===== src/design/sacs_pkg.sv =====
// Shared types and codes for the suffix automaton common substring block.
`default_nettype none
package sacs_pkg;

  localparam int OP_W  = 2;
  localparam int SYM_W = 5;
  localparam int OUT_W = 11;

  localparam logic [OP_W-1:0] OP_CLEAR  = 2'd0;
  localparam logic [OP_W-1:0] OP_EXTEND = 2'd1;
  localparam logic [OP_W-1:0] OP_MATCH  = 2'd2;

  typedef enum logic [4:0] {
    S_INIT, S_IDLE, S_ROW,
    S_EX_RD, S_EX_CHK, S_EX_QCHK,
    S_CL_L1, S_CL_L2, S_CL_L3, S_CP_RD, S_CP_WR,
    S_RD_RD, S_RD_CHK, S_EX_FIN,
    S_M_RD, S_M_CHK,
    S_DONE
  } state_t;

  typedef enum logic [4:0] {
    C_NONE, C_CLEAR, C_EXT_SKIP, C_EXT_START, C_ROW,
    C_LINK_ROOT, C_EX_RD, C_EX_SET, C_EX_Q, C_LINK_Q, C_CLONE,
    C_CL_L1, C_CL_L2, C_CL_L3, C_CP_RD, C_CP_WR,
    C_RD_RD, C_RD_SET, C_EX_FIN,
    C_M_START, C_M_ZERO, C_M_RD, C_M_WALK, C_M_HIT,
    C_OP3, C_PUSH
  } cmd_t;

  typedef struct packed {
    logic p_none;
    logic t_none;
    logic t_eq_q;
    logic len_eq;
    logic idx_last;
    logic sym_ok;
    logic ext_full;
    logic out_free;
  } ctl_status_t;

endpackage
`default_nettype wire


===== src/design/sacs_ctrl.sv =====
// Sequencer for clear, extend and match operations.
`default_nettype none
module sacs_ctrl (
  input  wire logic                      clk,
  input  wire logic                      rst,
  input  wire logic                      in_valid,
  input  wire logic [sacs_pkg::OP_W-1:0] in_op,
  input  wire sacs_pkg::ctl_status_t     st,
  output logic                           in_ready,
  output sacs_pkg::cmd_t                 cmd
);

  sacs_pkg::state_t state, state_next;
  logic ext_flag;
  logic boot;

  always_ff @(posedge clk) begin
    if (rst) begin
      state    <= sacs_pkg::S_INIT;
      ext_flag <= 1'b0;
      boot     <= 1'b1;
    end else begin
      state <= state_next;
      if (state == sacs_pkg::S_IDLE && in_valid) begin
        ext_flag <= (in_op == sacs_pkg::OP_EXTEND);
      end
      if (state == sacs_pkg::S_ROW && st.idx_last) begin
        boot <= 1'b0;
      end
    end
  end

  always_comb begin
    state_next = state;
    case (state)
      sacs_pkg::S_INIT: state_next = sacs_pkg::S_ROW;
      sacs_pkg::S_IDLE: begin
        if (in_valid) begin
          case (in_op)
            sacs_pkg::OP_CLEAR:  state_next = sacs_pkg::S_ROW;
            sacs_pkg::OP_EXTEND: state_next = (!st.sym_ok || st.ext_full) ?
                                              sacs_pkg::S_DONE : sacs_pkg::S_ROW;
            sacs_pkg::OP_MATCH:  state_next = st.sym_ok ? sacs_pkg::S_M_RD : sacs_pkg::S_DONE;
            default:             state_next = sacs_pkg::S_DONE;
          endcase
        end
      end
      sacs_pkg::S_ROW: begin
        if (st.idx_last) begin
          if (boot)          state_next = sacs_pkg::S_IDLE;
          else if (ext_flag) state_next = sacs_pkg::S_EX_RD;
          else               state_next = sacs_pkg::S_DONE;
        end
      end
      sacs_pkg::S_EX_RD:   state_next = st.p_none ? sacs_pkg::S_EX_FIN : sacs_pkg::S_EX_CHK;
      sacs_pkg::S_EX_CHK:  state_next = st.t_none ? sacs_pkg::S_EX_RD : sacs_pkg::S_EX_QCHK;
      sacs_pkg::S_EX_QCHK: state_next = st.len_eq ? sacs_pkg::S_EX_FIN : sacs_pkg::S_CL_L1;
      sacs_pkg::S_CL_L1:   state_next = sacs_pkg::S_CL_L2;
      sacs_pkg::S_CL_L2:   state_next = sacs_pkg::S_CL_L3;
      sacs_pkg::S_CL_L3:   state_next = sacs_pkg::S_CP_RD;
      sacs_pkg::S_CP_RD:   state_next = sacs_pkg::S_CP_WR;
      sacs_pkg::S_CP_WR:   state_next = st.idx_last ? sacs_pkg::S_RD_RD : sacs_pkg::S_CP_RD;
      sacs_pkg::S_RD_RD:   state_next = st.p_none ? sacs_pkg::S_EX_FIN : sacs_pkg::S_RD_CHK;
      sacs_pkg::S_RD_CHK:  state_next = st.t_eq_q ? sacs_pkg::S_RD_RD : sacs_pkg::S_EX_FIN;
      sacs_pkg::S_EX_FIN:  state_next = sacs_pkg::S_DONE;
      sacs_pkg::S_M_RD:    state_next = st.p_none ? sacs_pkg::S_DONE : sacs_pkg::S_M_CHK;
      sacs_pkg::S_M_CHK:   state_next = st.t_none ? sacs_pkg::S_M_RD : sacs_pkg::S_DONE;
      sacs_pkg::S_DONE:    state_next = st.out_free ? sacs_pkg::S_IDLE : sacs_pkg::S_DONE;
      default:             state_next = sacs_pkg::S_INIT;
    endcase
  end

  always_comb begin
    cmd      = sacs_pkg::C_NONE;
    in_ready = (state == sacs_pkg::S_IDLE);
    case (state)
      sacs_pkg::S_INIT: cmd = sacs_pkg::C_CLEAR;
      sacs_pkg::S_IDLE: begin
        if (in_valid) begin
          case (in_op)
            sacs_pkg::OP_CLEAR:  cmd = sacs_pkg::C_CLEAR;
            sacs_pkg::OP_EXTEND: cmd = (!st.sym_ok || st.ext_full) ?
                                       sacs_pkg::C_EXT_SKIP : sacs_pkg::C_EXT_START;
            sacs_pkg::OP_MATCH:  cmd = st.sym_ok ? sacs_pkg::C_M_START : sacs_pkg::C_M_ZERO;
            default:             cmd = sacs_pkg::C_OP3;
          endcase
        end
      end
      sacs_pkg::S_ROW:     cmd = sacs_pkg::C_ROW;
      sacs_pkg::S_EX_RD:   cmd = st.p_none ? sacs_pkg::C_LINK_ROOT : sacs_pkg::C_EX_RD;
      sacs_pkg::S_EX_CHK:  cmd = st.t_none ? sacs_pkg::C_EX_SET : sacs_pkg::C_EX_Q;
      sacs_pkg::S_EX_QCHK: cmd = st.len_eq ? sacs_pkg::C_LINK_Q : sacs_pkg::C_CLONE;
      sacs_pkg::S_CL_L1:   cmd = sacs_pkg::C_CL_L1;
      sacs_pkg::S_CL_L2:   cmd = sacs_pkg::C_CL_L2;
      sacs_pkg::S_CL_L3:   cmd = sacs_pkg::C_CL_L3;
      sacs_pkg::S_CP_RD:   cmd = sacs_pkg::C_CP_RD;
      sacs_pkg::S_CP_WR:   cmd = sacs_pkg::C_CP_WR;
      sacs_pkg::S_RD_RD:   cmd = st.p_none ? sacs_pkg::C_NONE : sacs_pkg::C_RD_RD;
      sacs_pkg::S_RD_CHK:  cmd = st.t_eq_q ? sacs_pkg::C_RD_SET : sacs_pkg::C_NONE;
      sacs_pkg::S_EX_FIN:  cmd = sacs_pkg::C_EX_FIN;
      sacs_pkg::S_M_RD:    cmd = st.p_none ? sacs_pkg::C_M_ZERO : sacs_pkg::C_M_RD;
      sacs_pkg::S_M_CHK:   cmd = st.t_none ? sacs_pkg::C_M_WALK : sacs_pkg::C_M_HIT;
      sacs_pkg::S_DONE:    cmd = st.out_free ? sacs_pkg::C_PUSH : sacs_pkg::C_NONE;
      default:             cmd = sacs_pkg::C_NONE;
    endcase
  end

endmodule
`default_nettype wire


===== config.mk =====
export PLATFORM = sky130hd
export DESIGN_NAME = sacs_ctrl
export DESIGN_NICKNAME = d
export VERILOG_FILES = /design/src/design/sacs_pkg.sv /design/src/design/sacs_ctrl.sv
export SDC_FILE = /design/constraint.sdc
export NUM_CORES = 1
export LEC_CHECK = 0
export BUFFER_PORTS_ARGS = -buffer_cell sky130_fd_sc_hd__buf_4
export CORE_ASPECT_RATIO = 0.8
export CORE_UTILIZATION = 50
export CTS_CLUSTER_DIAMETER = 80
export DETAILED_ROUTE_END_ITERATION = 8
export PLACE_DENSITY = 0.75
export REMOVE_ABC_BUFFERS = 1
export SLEW_MARGIN = 30
export SYNTH_ARGS = -nofsm -noshare
export SYNTH_HDL_FRONTEND = slang
export SYNTH_SLANG_ARGS = --single-unit

===== constraint.sdc =====
create_clock -name clk -period 2.9 [get_ports clk]
set_input_delay 0.435 -clock clk [delete_from_list [all_inputs] [get_ports clk]]
set_output_delay 0.435 -clock clk [all_outputs]
set_load 0.01 [all_outputs]

==> results of run 1 <==
[state kept, by name, summed over array words and instances (netlist names)]
name	cells
boot	1
state	5
ext_flag	1
[layout make-up]
cell class                 count  area, um^2
inverter                       5       18.77
sequential                     7       140.1
timing repair buffer          20       150.1
fill                         160       604.3
tap                           22       27.53
clock buffer                   4       26.28
multi-input combinational    107       691.9
[power by group]
part           switching [mW]  internal (mW)  total (mW)
Combinational           0.269          0.268       0.537
Clock                  0.0400         0.0528      0.0928
Sequential             0.0854          0.120       0.205
Total                   0.394          0.441       0.835
[cell families (layout without fill, tap and decap cells)]
logic type,Yosys count,after routing,synth area share (%)
flip-flops,7,7,15.41
buffers and inverters,15,29,8.527
XOR/XNOR,2,2,1.926
AND/OR/NAND/NOR,62,62,40.58
AO/OA/AOI/OAI,43,43,33.56
[stage by stage]
| stage | area, um^2 | power [mW] | util [%] |
|---|---|---|---|
| floorplan | 850.8 | 0.5592 | - |
| global placement | 1028 | 0.7275 | 61.99 |
| detailed placement | 1028 | 0.7337 | 61.99 |
| CTS | 1055 | 0.8278 | 63.57 |
| global route | 1055 | 0.8988 | 63.57 |
| finish | 1055 | 0.8346 | 63.57 |
[synthesized netlist by cell type (2+ instances only)]
master | instances | area share [%]
a21oi_1 | 11 | 6.1
a31oi_1 | 3 | 2.1
a32oi_1 | 4 | 3.9
and2_1 | 2 | 1.4
and2b_1 | 2 | 1.7
buf_2 | 2 | 1.1
buf_4 | 3 | 2.5
clkbuf_1 | 3 | 1.2
dfxtp_1 | 7 | 15
inv_1 | 4 | 1.7
nand2_1 | 13 | 5.4
nand2b_1 | 4 | 2.8
nand3_1 | 5 | 2.8
nand3b_1 | 2 | 1.7
nor2_1 | 11 | 4.5
nor2b_1 | 6 | 4.1
nor3_1 | 5 | 2.8
nor3b_1 | 3 | 2.5
nor4_4 | 2 | 4.7
o211ai_1 | 3 | 2.5
o21ai_0 | 5 | 2.8
o21ai_1 | 2 | 1.1
xnor2_1 | 2 | 1.9
[per-layer routing]
layer	GRT usage (%)	up-vias	wire length [um]
met5	0	-	0
met4	2.143	0	0
met3	7.197	0	195
met2	47.64	55	1151
met1	36.64	493	1180
li1	-	507	-
[worst paths after layout]
path | startpoint | endpoint | slack (ns) | cells after the start
setup reg to reg | state[1]$_SDFFE_PP0P_ | state[1]$_SDFFE_PP0P_ | 0.87 | 5
hold reg to reg | ext_flag$_SDFFE_PP0P_ | ext_flag$_SDFFE_PP0P_ | 0.47 | 2
setup / recovery | state[3]$_SDFFE_PP0P_ | cmd[0] | 0.31 | 6
hold / removal | rst | ext_flag$_SDFFE_PP0P_ | 0.37 | 2
==> impl_metrics.prom, run 1 <==
# TYPE chip_impl_metric gauge
chip_impl_metric{name="flow.area_growth_from_synthesis",unit="%"} 15.96
chip_impl_metric{name="critPathRequiredTime",unit="ns"} 2.47
chip_impl_info{name="cts_tree",value="built"} 1
chip_impl_metric{name="clock_sink_count",unit=""} 7
chip_impl_metric{name="finalHoldViolations",unit=""} 0
chip_impl_metric{name="tightestPinTransition",unit="ns"} 0.8441
chip_impl_metric{name="die_wd",unit="um"} 49.69
chip_impl_metric{name="arrival",unit="ns"} 2.15
chip_impl_metric{name="timing_max_transition_violations_final",unit=""} 0
chip_impl_info{name="hp-class",value="in2reg"} 1
chip_impl_metric{name="finalNetCount",unit=""} 157
chip_impl_metric{name="place.gp.congestion",unit=""} 0.8759
chip_impl_metric{name="final_antenna_net_count",unit=""} 0
chip_impl_metric{name="io_buffer_count",unit=""} 18
chip_impl_metric{name="worst_slack",unit="ns"} 0.3139
chip_impl_metric{name="drt_pre_antenna_iters",unit=""} 4
chip_impl_metric{name="fin_cells",unit=""} 165
chip_impl_metric{name="peak_supply_drop",unit="mV"} 0.4059
chip_impl_metric{name="detailroute.via_count",unit=""} 1055
chip_impl_metric{name="final.min_clock_period",unit="ns"} 2.586
chip_impl_metric{name="fmax",unit="MHz"} 386.7
chip_impl_metric{name="clock_tree.htree_level_count",unit=""} 1
chip_impl_metric{name="first_global_vias",unit=""} 862
chip_impl_info{name="most-common-layout-cells",value="buf_4 (20), nand2_1 (13), nor2_1 (11), a21oi_1 (11), dfxtp_1 (7)"} 1
chip_impl_metric{name="yosys_register_bits",unit=""} 7
chip_impl_metric{name="cp_slowest_stage_delay",unit="ns"} 0.87
chip_impl_metric{name="floorplan.initialDensity",unit="%"} 54.83
chip_impl_info{name="path_class",value="reg2out"} 1
chip_impl_metric{name="ioPinCount",unit=""} 19
chip_impl_metric{name="power_leakage",unit="nW"} 0.3940
chip_impl_metric{name="count_of_instances_resized_after_the_clock_tree_is_built",unit=""} 0
chip_impl_metric{name="finClkSkew",unit="ns"} 0.004513
chip_impl_metric{name="post_cts.repair.setup_buffers",unit=""} 0
chip_impl_metric{name="worst_skew_pair.late_latency",unit="ns"} 0.26
chip_impl_metric{name="worst_slew_margin_rel",unit="%"} 43.65
chip_impl_info{name="slowest_stage",value="dfxtp_1"} 1
chip_impl_info{name="ys_dominant_reg_cell",value="dfxtp_1"} 1
chip_impl_metric{name="final_wl",unit="um"} 2528
chip_impl_metric{name="setup-violations-final",unit=""} 0
chip_impl_info{name="cts_root_buffer",value="clkbuf_4"} 1
chip_impl_metric{name="dieArea",unit="mm^2"} 0.001995
chip_impl_info{name="commonest_non_fill_non_tap_cell_in_the_layout",value="buf_4"} 1
chip_impl_metric{name="synth.lib_cells_used.distinct",unit=""} 48
chip_impl_metric{name="post-route-drc-count",unit=""} 0
chip_impl_metric{name="clkSlewWorstSetupHoldPaths",unit="ns"} 0.05
chip_impl_metric{name="placed_cells",unit=""} 161
chip_impl_metric{name="drt-vias-per-instance",unit=""} 6.394
chip_impl_metric{name="setup-tns-final",unit="ns"} 0
chip_impl_metric{name="worstPathMaxFanout",unit=""} 23
chip_impl_metric{name="hpwl",unit="um"} 1949
chip_impl_metric{name="avg_wl_per_cell",unit="um"} 15.32
chip_impl_metric{name="rows",unit=""} 13
chip_impl_metric{name="clockBufferDepth",unit=""} 2
chip_impl_metric{name="synth.yosys.warnings",unit=""} 0
chip_impl_metric{name="ys_async_sr_fraction",unit="%"} 0
chip_impl_metric{name="grt_antenna_before_repair",unit=""} 0
chip_impl_metric{name="grt_first_pass_wirelength",unit="um"} 4036
chip_impl_metric{name="number_of_synthesized_flops_with_an_enable_pin",unit=""} 0
chip_impl_info{name="critical_path.cell_chain",value="and2_1, a2bb2oi_1, o311ai_1, nor3_1, o21ai_1, buf_4"} 1
chip_impl_metric{name="global_route.usage.total",unit="%"} 27.67
chip_impl_metric{name="place_worst_setup_slack",unit="ns"} 0.6163
chip_impl_info{name="path_delay_family",value="flip-flops"} 1
chip_impl_metric{name="numCtsBuffers",unit=""} 3
chip_impl_info{name="crit_path_end_kind",value="output port"} 1
chip_impl_info{name="outcome",value="completed"} 1
chip_impl_metric{name="height_of_the_chip",unit="um"} 40.15
chip_impl_metric{name="ys_seq_area_share",unit="%"} 15.41
chip_impl_metric{name="post_route_cells_drive_above_1_share",unit="%"} 21.68
chip_impl_info{name="start_kind",value="flip-flop"} 1
chip_impl_metric{name="antenna_cells_inserted",unit=""} 0
chip_impl_metric{name="grt_max_degree",unit=""} 24
chip_impl_metric{name="grt-ovfl-total",unit=""} 0
chip_impl_info{name="rsz0062_at_grt",value="false"} 1
chip_impl_metric{name="hold_buffers",unit=""} 0
chip_impl_metric{name="power-per-cell-area",unit="mW/mm^2"} 791.3
chip_impl_metric{name="drt_iter0_markers",unit=""} 41
chip_impl_metric{name="standard_cell_core_area",unit="mm^2"} 0.001659
chip_impl_metric{name="final_cycle_utilization_of_the_critical_path",unit="%"} 89.17
chip_impl_metric{name="postSynthCellCount",unit=""} 129
chip_impl_metric{name="syn_std_cell_area",unit="um^2"} 909.6
chip_impl_metric{name="tightest_hold_margin",unit="ns"} 0.3706
chip_impl_metric{name="drv.max_cap_violation_count",unit=""} 0
chip_impl_metric{name="syn_avg_cell_area",unit="um^2"} 7.051
chip_impl_metric{name="path_buf_inv",unit=""} 1
(Power assumes the default switching activity.)
==> run 2, diff against run 1 <==
--- a/config.mk
+++ b/config.mk
@@ -5,12 +5,13 @@
 export SDC_FILE = /design/constraint.sdc
 export NUM_CORES = 1
 export LEC_CHECK = 0
-export BUFFER_PORTS_ARGS = -buffer_cell sky130_fd_sc_hd__buf_4
 export CORE_ASPECT_RATIO = 0.8
 export CORE_UTILIZATION = 50
 export CTS_CLUSTER_DIAMETER = 80
 export DETAILED_ROUTE_END_ITERATION = 8
-export PLACE_DENSITY = 0.75
+export DONT_BUFFER_PORTS = 1
+export MAX_ROUTING_LAYER = met4
+export PLACE_DENSITY = 0.66
 export REMOVE_ABC_BUFFERS = 1
 export SLEW_MARGIN = 30
 export SYNTH_ARGS = -nofsm -noshare
==> impl_metrics.prom, run 2 (synthesized netlist as in run 1, its figures left out) <==
# TYPE chip_impl_metric gauge
chip_impl_info{name="outcome",value="completed"} 1
chip_impl_metric{name="max_reg_flops",unit=""} 5
chip_impl_info{name="rr_endpoint",value="state[1]$_SDFFE_PP0P_"} 1
chip_impl_metric{name="numCtsBuffers",unit=""} 3
chip_impl_info{name="commonest_non_fill_non_tap_cell_in_the_layout",value="nand2_1"} 1
chip_impl_metric{name="floorplan.initialDensity",unit="%"} 54.83
chip_impl_metric{name="area_of_the_multi_input_gates",unit="um^2"} 691.9
chip_impl_info{name="top_regs",value="state x5, boot x1, ext_flag x1"} 1
chip_impl_metric{name="drt_iter0_markers",unit=""} 25
chip_impl_metric{name="grt_first_pass_wirelength",unit="um"} 3581
chip_impl_metric{name="avg_wl_per_cell",unit="um"} 16.22
chip_impl_info{name="rsz0062_at_grt",value="false"} 1
chip_impl_metric{name="clock_tree.htree_level_count",unit=""} 1
chip_impl_info{name="path_delay_family",value="flip-flops"} 1
chip_impl_metric{name="count_of_instances_resized_after_the_clock_tree_is_built",unit=""} 0
chip_impl_metric{name="critPathRequiredTime",unit="ns"} 2.47
chip_impl_metric{name="drt-vias-per-instance",unit=""} 6.493
chip_impl_metric{name="clock_sink_count",unit=""} 7
chip_impl_metric{name="dieArea",unit="mm^2"} 0.001995
chip_impl_metric{name="drt_pre_antenna_iters",unit=""} 4
chip_impl_metric{name="antenna_cells_inserted",unit=""} 0
chip_impl_info{name="most-common-layout-cells",value="nand2_1 (13), nor2_1 (11), a21oi_1 (11)"} 1
chip_impl_metric{name="worstPathMaxFanout",unit=""} 20
chip_impl_metric{name="power-per-cell-area",unit="mW/mm^2"} 825.4
chip_impl_metric{name="worst_slew_margin_rel",unit="%"} 45.74
chip_impl_metric{name="setup-tns-final",unit="ns"} 0
chip_impl_metric{name="r2r_setup_slack",unit="ns"} 0.90
chip_impl_metric{name="path_buf_inv",unit=""} 0
chip_impl_metric{name="finClkSkew",unit="ns"} 0.005171
chip_impl_info{name="path_class",value="reg2out"} 1
chip_impl_metric{name="final_cycle_utilization_of_the_critical_path",unit="%"} 88.70
chip_impl_info{name="cts_root_buffer",value="clkbuf_4"} 1
chip_impl_metric{name="grt-ovfl-total",unit=""} 0
chip_impl_info{name="critical_path.cell_chain",value="nand2_1, a2bb2oi_1, o311ai_1, nor3_1, o21ai_1"} 1
chip_impl_metric{name="standard_cell_core_area",unit="mm^2"} 0.001659
chip_impl_metric{name="clkSlewWorstSetupHoldPaths",unit="ns"} 0.05
chip_impl_metric{name="worst_skew_pair.late_latency",unit="ns"} 0.26
chip_impl_metric{name="fin_cells",unit=""} 148
chip_impl_metric{name="io_buffer_count",unit=""} 0
chip_impl_metric{name="arrival",unit="ns"} 2.14
chip_impl_metric{name="cp_slowest_stage_delay",unit="ns"} 0.83
chip_impl_metric{name="post-route-drc-count",unit=""} 0
chip_impl_metric{name="post_route_cells_drive_above_1_share",unit="%"} 11.11
chip_impl_metric{name="fin_util",unit="%"} 55.88
chip_impl_metric{name="setup-violations-final",unit=""} 0
chip_impl_metric{name="worst_r2r_path_depth",unit=""} 4
chip_impl_metric{name="rows",unit=""} 13
chip_impl_info{name="crit_path_end_kind",value="output port"} 1
chip_impl_metric{name="hpwl",unit="um"} 1823
chip_impl_metric{name="finalHoldViolations",unit=""} 0
chip_impl_info{name="reg_with_most_ffs",value="state"} 1
chip_impl_metric{name="grt_max_degree",unit=""} 24
chip_impl_metric{name="flow.area_growth_from_synthesis",unit="%"} 1.926
chip_impl_metric{name="final_antenna_net_count",unit=""} 0
chip_impl_metric{name="place.gp.congestion",unit=""} 0.9027
chip_impl_metric{name="finalNetCount",unit=""} 140
chip_impl_metric{name="first_global_vias",unit=""} 769
chip_impl_metric{name="final.min_clock_period",unit="ns"} 2.572
chip_impl_metric{name="design_power_total",unit="mW"} 0.7652
chip_impl_metric{name="tightestPinTransition",unit="ns"} 0.8128
chip_impl_metric{name="fmax",unit="MHz"} 388.7
chip_impl_metric{name="min_delay_path_depth",unit=""} 1
chip_impl_info{name="startpoint_of_the_most_critical_hold_path",value="rst"} 1
chip_impl_metric{name="power_leakage",unit="nW"} 0.3105
chip_impl_metric{name="tightest_hold_margin",unit="ns"} 0.2365
chip_impl_info{name="start_kind",value="flip-flop"} 1
chip_impl_metric{name="clockBufferDepth",unit=""} 2
chip_impl_info{name="worstHoldEndpoint",value="state[0]$_SDFFE_PP0P_"} 1
chip_impl_metric{name="peak_supply_drop",unit="mV"} 0.4338
chip_impl_metric{name="placed_cells",unit=""} 144
chip_impl_metric{name="timing_max_transition_violations_final",unit=""} 0
chip_impl_metric{name="n_fill_cell",unit=""} 180
chip_impl_info{name="cts_tree",value="built"} 1
chip_impl_metric{name="post_cts.repair.setup_buffers",unit=""} 0
chip_impl_info{name="hp-class",value="in2reg"} 1
chip_impl_metric{name="sequential_cell_area",unit="um^2"} 140.1
chip_impl_info{name="timing.rr.start",value="state[2]$_SDFFE_PP0P_"} 1
chip_impl_metric{name="ioPinCount",unit=""} 19
chip_impl_metric{name="height_of_the_chip",unit="um"} 40.15
chip_impl_metric{name="die_wd",unit="um"} 49.69
chip_impl_info{name="slowest_stage",value="dfxtp_1"} 1
chip_impl_metric{name="hold_buffers",unit=""} 0
chip_impl_metric{name="global_route.usage.total",unit="%"} 25.65
chip_impl_metric{name="final_wl",unit="um"} 2401
chip_impl_metric{name="detailroute.via_count",unit=""} 961
chip_impl_metric{name="drv.max_cap_violation_count",unit=""} 0
chip_impl_metric{name="grt_antenna_before_repair",unit=""} 0
## run 2: cell count changes in the layout (fill, tap and decap cells not counted)
cell   delta
buf_4    -17
## run 2: stage by stage
stage | setup slack [ns] | area, um^2
floorplan | 0.6383 | 850.8
global placement | 0.6146 | 900.9
detailed placement | 0.6270 | 900.9
CTS | 0.3523 | 927.1
global route | 0.1482 | 927.1
finish | 0.3276 | 927.1
## run 2: layer usage
metal / routed length (um) / up-vias / track usage [%]
li1: - / 474 / -
met1: 1084 / 436 / 33.48
met2: 1066 / 49 / 38.85
met3: 236 / 2 / 9.091
met4: 14 / 0 / 3.571
met5: 0 / - / -
## run 2: final cells by class
class	count	share of cell area, %
clock buffers	4	2.834
repair buffers	3	2.429
multi-input cells	107	74.63
inverters	5	2.024
flip-flops and latches	7	15.11
well taps	22	2.969
## run 2: power by group
part	switching [mW]	internal, mW	leakage (nW)	total, mW
sequential	0.0931	0.120	0.0571	0.213
clock	0.0379	0.0526	0.0150	0.0905
combinational	0.243	0.219	0.238	0.462
total	0.374	0.391	0.310	0.765
## run 2: worst max-delay path by stage
stage / end / slack [ns] / cells after the start / from
finish: cmd[0] / 0.33 / 5 / state[2]$_SDFFE_PP0P_
global route: cmd[0] / 0.15 / 5 / state[2]$_SDFFE_PP0P_
CTS: cmd[0] / 0.35 / 5 / state[2]$_SDFFE_PP0P_
detailed placement: cmd[0] / 0.63 / 5 / state[2]$_SDFFE_PP0P_
global placement: cmd[0] / 0.61 / 5 / state[2]$_SDFFE_PP0P_
floorplan: cmd[2] / 0.64 / 4 / state[0]$_SDFFE_PP0P_
==> run 3, diff against run 2 <==
--- a/config.mk
+++ b/config.mk
@@ -6,14 +6,15 @@
 export NUM_CORES = 1
 export LEC_CHECK = 0
 export CORE_ASPECT_RATIO = 0.8
-export CORE_UTILIZATION = 50
+export CORE_UTILIZATION = 52
 export CTS_CLUSTER_DIAMETER = 80
 export DETAILED_ROUTE_END_ITERATION = 8
 export DONT_BUFFER_PORTS = 1
 export MAX_ROUTING_LAYER = met4
-export PLACE_DENSITY = 0.66
+export PLACE_DENSITY = 0.68
 export REMOVE_ABC_BUFFERS = 1
 export SLEW_MARGIN = 30
 export SYNTH_ARGS = -nofsm -noshare
 export SYNTH_HDL_FRONTEND = slang
 export SYNTH_SLANG_ARGS = --single-unit
+export TNS_END_PERCENT = 30
==> constraint.sdc (replaced) <==
create_clock -name clk -period 2.9 [get_ports clk]
set_input_delay 0.435 -clock clk [delete_from_list [all_inputs] [get_ports clk]]
set_output_delay 0.435 -clock clk [all_outputs]
set_load 0.1 [all_outputs]
==> impl_metrics.prom, run 3 (synthesized netlist as in run 1, its figures left out) <==
# TYPE chip_impl_metric gauge
chip_impl_metric{name="grt_antenna_before_repair",unit=""} 0
chip_impl_metric{name="timing_max_transition_violations_final",unit=""} 0
chip_impl_info{name="commonest_non_fill_non_tap_cell_in_the_layout",value="nand2_1"} 1
chip_impl_metric{name="arrival",unit="ns"} 2.17
chip_impl_metric{name="drt_iter0_markers",unit=""} 77
chip_impl_metric{name="finClkSkew",unit="ns"} 0.003606
chip_impl_metric{name="first_global_vias",unit=""} 832
chip_impl_metric{name="clock_sink_count",unit=""} 7
chip_impl_metric{name="drt-vias-per-instance",unit=""} 6.613
chip_impl_metric{name="fin_cells",unit=""} 155
chip_impl_metric{name="drv.max_cap_violation_count",unit=""} 0
chip_impl_metric{name="final_cell_area",unit="mm^2"} 0.001062
chip_impl_info{name="start_kind",value="flip-flop"} 1
chip_impl_info{name="cts_tree",value="built"} 1
chip_impl_metric{name="place.gp.congestion",unit=""} 0.9830
chip_impl_metric{name="count_of_instances_resized_after_the_clock_tree_is_built",unit=""} 0
chip_impl_metric{name="setup-violations-final",unit=""} 0
chip_impl_metric{name="global_route.usage.total",unit="%"} 29.81
chip_impl_info{name="cts_root_buffer",value="clkbuf_4"} 1
chip_impl_info{name="path_class",value="reg2out"} 1
chip_impl_metric{name="numCtsBuffers",unit=""} 3
chip_impl_metric{name="hold_buffers",unit=""} 0
chip_impl_metric{name="fin_util",unit="%"} 65.31
chip_impl_metric{name="die_wd",unit="um"} 48.76
chip_impl_metric{name="flow.area_growth_from_synthesis",unit="%"} 16.78
chip_impl_info{name="crit_path_end_kind",value="output port"} 1
chip_impl_metric{name="design_power_total",unit="mW"} 1.229
chip_impl_metric{name="final.min_clock_period",unit="ns"} 2.609
chip_impl_metric{name="finalNetCount",unit=""} 147
chip_impl_metric{name="power-per-cell-area",unit="mW/mm^2"} 1157
chip_impl_metric{name="antenna_cells_inserted",unit=""} 0
chip_impl_metric{name="post_cts.repair.setup_buffers",unit=""} 0
chip_impl_metric{name="max_reg_flops",unit=""} 5
chip_impl_metric{name="post-route-drc-count",unit=""} 0
chip_impl_info{name="top_regs",value="state x5, boot x1, ext_flag x1"} 1
chip_impl_metric{name="worst_slew_margin_rel",unit="%"} 54.35
chip_impl_info{name="hp-class",value="in2reg"} 1
chip_impl_metric{name="io_buffer_count",unit=""} 0
chip_impl_metric{name="tightestPinTransition",unit="ns"} 0.6838
chip_impl_metric{name="placed_cells",unit=""} 151
chip_impl_metric{name="worst_skew_pair.late_latency",unit="ns"} 0.25
chip_impl_metric{name="avg_wl_per_cell",unit="um"} 16.75
chip_impl_metric{name="drt_pre_antenna_iters",unit=""} 4
chip_impl_metric{name="worstPathMaxFanout",unit=""} 20
chip_impl_metric{name="grt-ovfl-total",unit=""} 0
chip_impl_metric{name="cp_slowest_stage_delay",unit="ns"} 0.76
chip_impl_metric{name="power_leakage",unit="nW"} 0.3700
chip_impl_metric{name="clockBufferDepth",unit=""} 2
chip_impl_metric{name="r2r_setup_slack",unit="ns"} 0.87
chip_impl_info{name="most-common-layout-cells",value="nand2_1 (13), nor2_1 (11), a21oi_1 (11)"} 1
chip_impl_metric{name="fmax",unit="MHz"} 383.3
chip_impl_metric{name="ioPinCount",unit=""} 19
chip_impl_metric{name="post_route_cells_drive_above_1_share",unit="%"} 17.29
chip_impl_info{name="reg_with_most_ffs",value="state"} 1
chip_impl_metric{name="tightest_hold_margin",unit="ns"} 0.2470
chip_impl_metric{name="grt_first_pass_wirelength",unit="um"} 4105
chip_impl_metric{name="peak_supply_drop",unit="mV"} 0.9555
chip_impl_info{name="outcome",value="completed"} 1
chip_impl_metric{name="final_antenna_net_count",unit=""} 0
chip_impl_metric{name="hpwl",unit="um"} 1977
chip_impl_metric{name="grt_max_degree",unit=""} 21
chip_impl_metric{name="finalHoldViolations",unit=""} 0
chip_impl_metric{name="dieArea",unit="mm^2"} 0.001922
chip_impl_metric{name="detailroute.via_count",unit=""} 1025
chip_impl_metric{name="standard_cell_core_area",unit="mm^2"} 0.001627
chip_impl_metric{name="n_fill_cell",unit=""} 134
chip_impl_metric{name="critPathRequiredTime",unit="ns"} 2.47
chip_impl_metric{name="clkSlewWorstSetupHoldPaths",unit="ns"} 0.05
chip_impl_info{name="slowest_stage",value="dfxtp_1"} 1
chip_impl_metric{name="final_cycle_utilization_of_the_critical_path",unit="%"} 89.96
chip_impl_info{name="critical_path.cell_chain",value="nand2_1, a2bb2oi_1, o311ai_1, nor3_1, o21ai_2, buf_12"} 1
chip_impl_metric{name="floorplan.initialDensity",unit="%"} 55.92
chip_impl_metric{name="final_wl",unit="um"} 2596
chip_impl_metric{name="height_of_the_chip",unit="um"} 39.41
chip_impl_metric{name="rows",unit=""} 13
chip_impl_info{name="rsz0062_at_grt",value="false"} 1
chip_impl_metric{name="clock_tree.htree_level_count",unit=""} 1
chip_impl_metric{name="placement.cell_area",unit="mm^2"} 0.001036
==> run 3: changes by cell type in the layout (fill, tap and decap cells not counted), sizes merged <==
cell,before,now
buf,3,8
clkbuf,4,6
==> run 3: cell type report <==
type                            count  area [um^2]  area share, %
Clock buffer                        4        26.28          2.473
Timing Repair Buffer               10        135.1          12.72
Tap cell                           22        27.53          2.591
Multi-Input combinational cell    107        714.4          67.26
Inverter                            5        18.77          1.767
Sequential cell                     7        140.1          13.19
==> run 3: final timing paths <==
| path | start | cells past startpoint | end |
|---|---|---|---|
| max | state[1]$_SDFFE_PP0P_ | 6 | cmd[0] |
| max reg2reg | state[1]$_SDFFE_PP0P_ | 6 | state[4]$_SDFFE_PP0P_ |
| min | rst | 1 | ext_flag$_SDFFE_PP0P_ |
| min reg2reg | boot$_SDFFE_PP1P_ | 1 | boot$_SDFFE_PP1P_ |
==> run 3: layer usage <==
metal	up-vias	wire, um	track usage (%)
met2	82	1151	50.35
met5	-	0	-
met4	0	6	2.206
met1	451	1078	37.30
li1	490	-	-
met3	2	360	8.527
==> run 3: stage by stage <==
stage                     TNS, ns  worst slack [ns]
after floorplan            -5.948            -2.219
after global placement          0            0.6579
after detailed placement        0            0.6189
after CTS                       0            0.3335
after global routing            0            0.2119
final                           0            0.2911
==> run 3: power by group <==
group          internal, mW  switching [mW]  leakage [nW]
logic                 0.364           0.578         0.298
registers             0.120          0.0795        0.0571
clock network        0.0525          0.0357        0.0150
==> run 3: critical path: cells and delay by family (launching register included) <==
kind | cells | cell delay [ns]
AO/OA/AOI/OAI | 3 | 0.62
buffers and inverters | 1 | 0.19
flip-flops | 1 | 0.76
AND/OR/NAND/NOR | 2 | 0.34
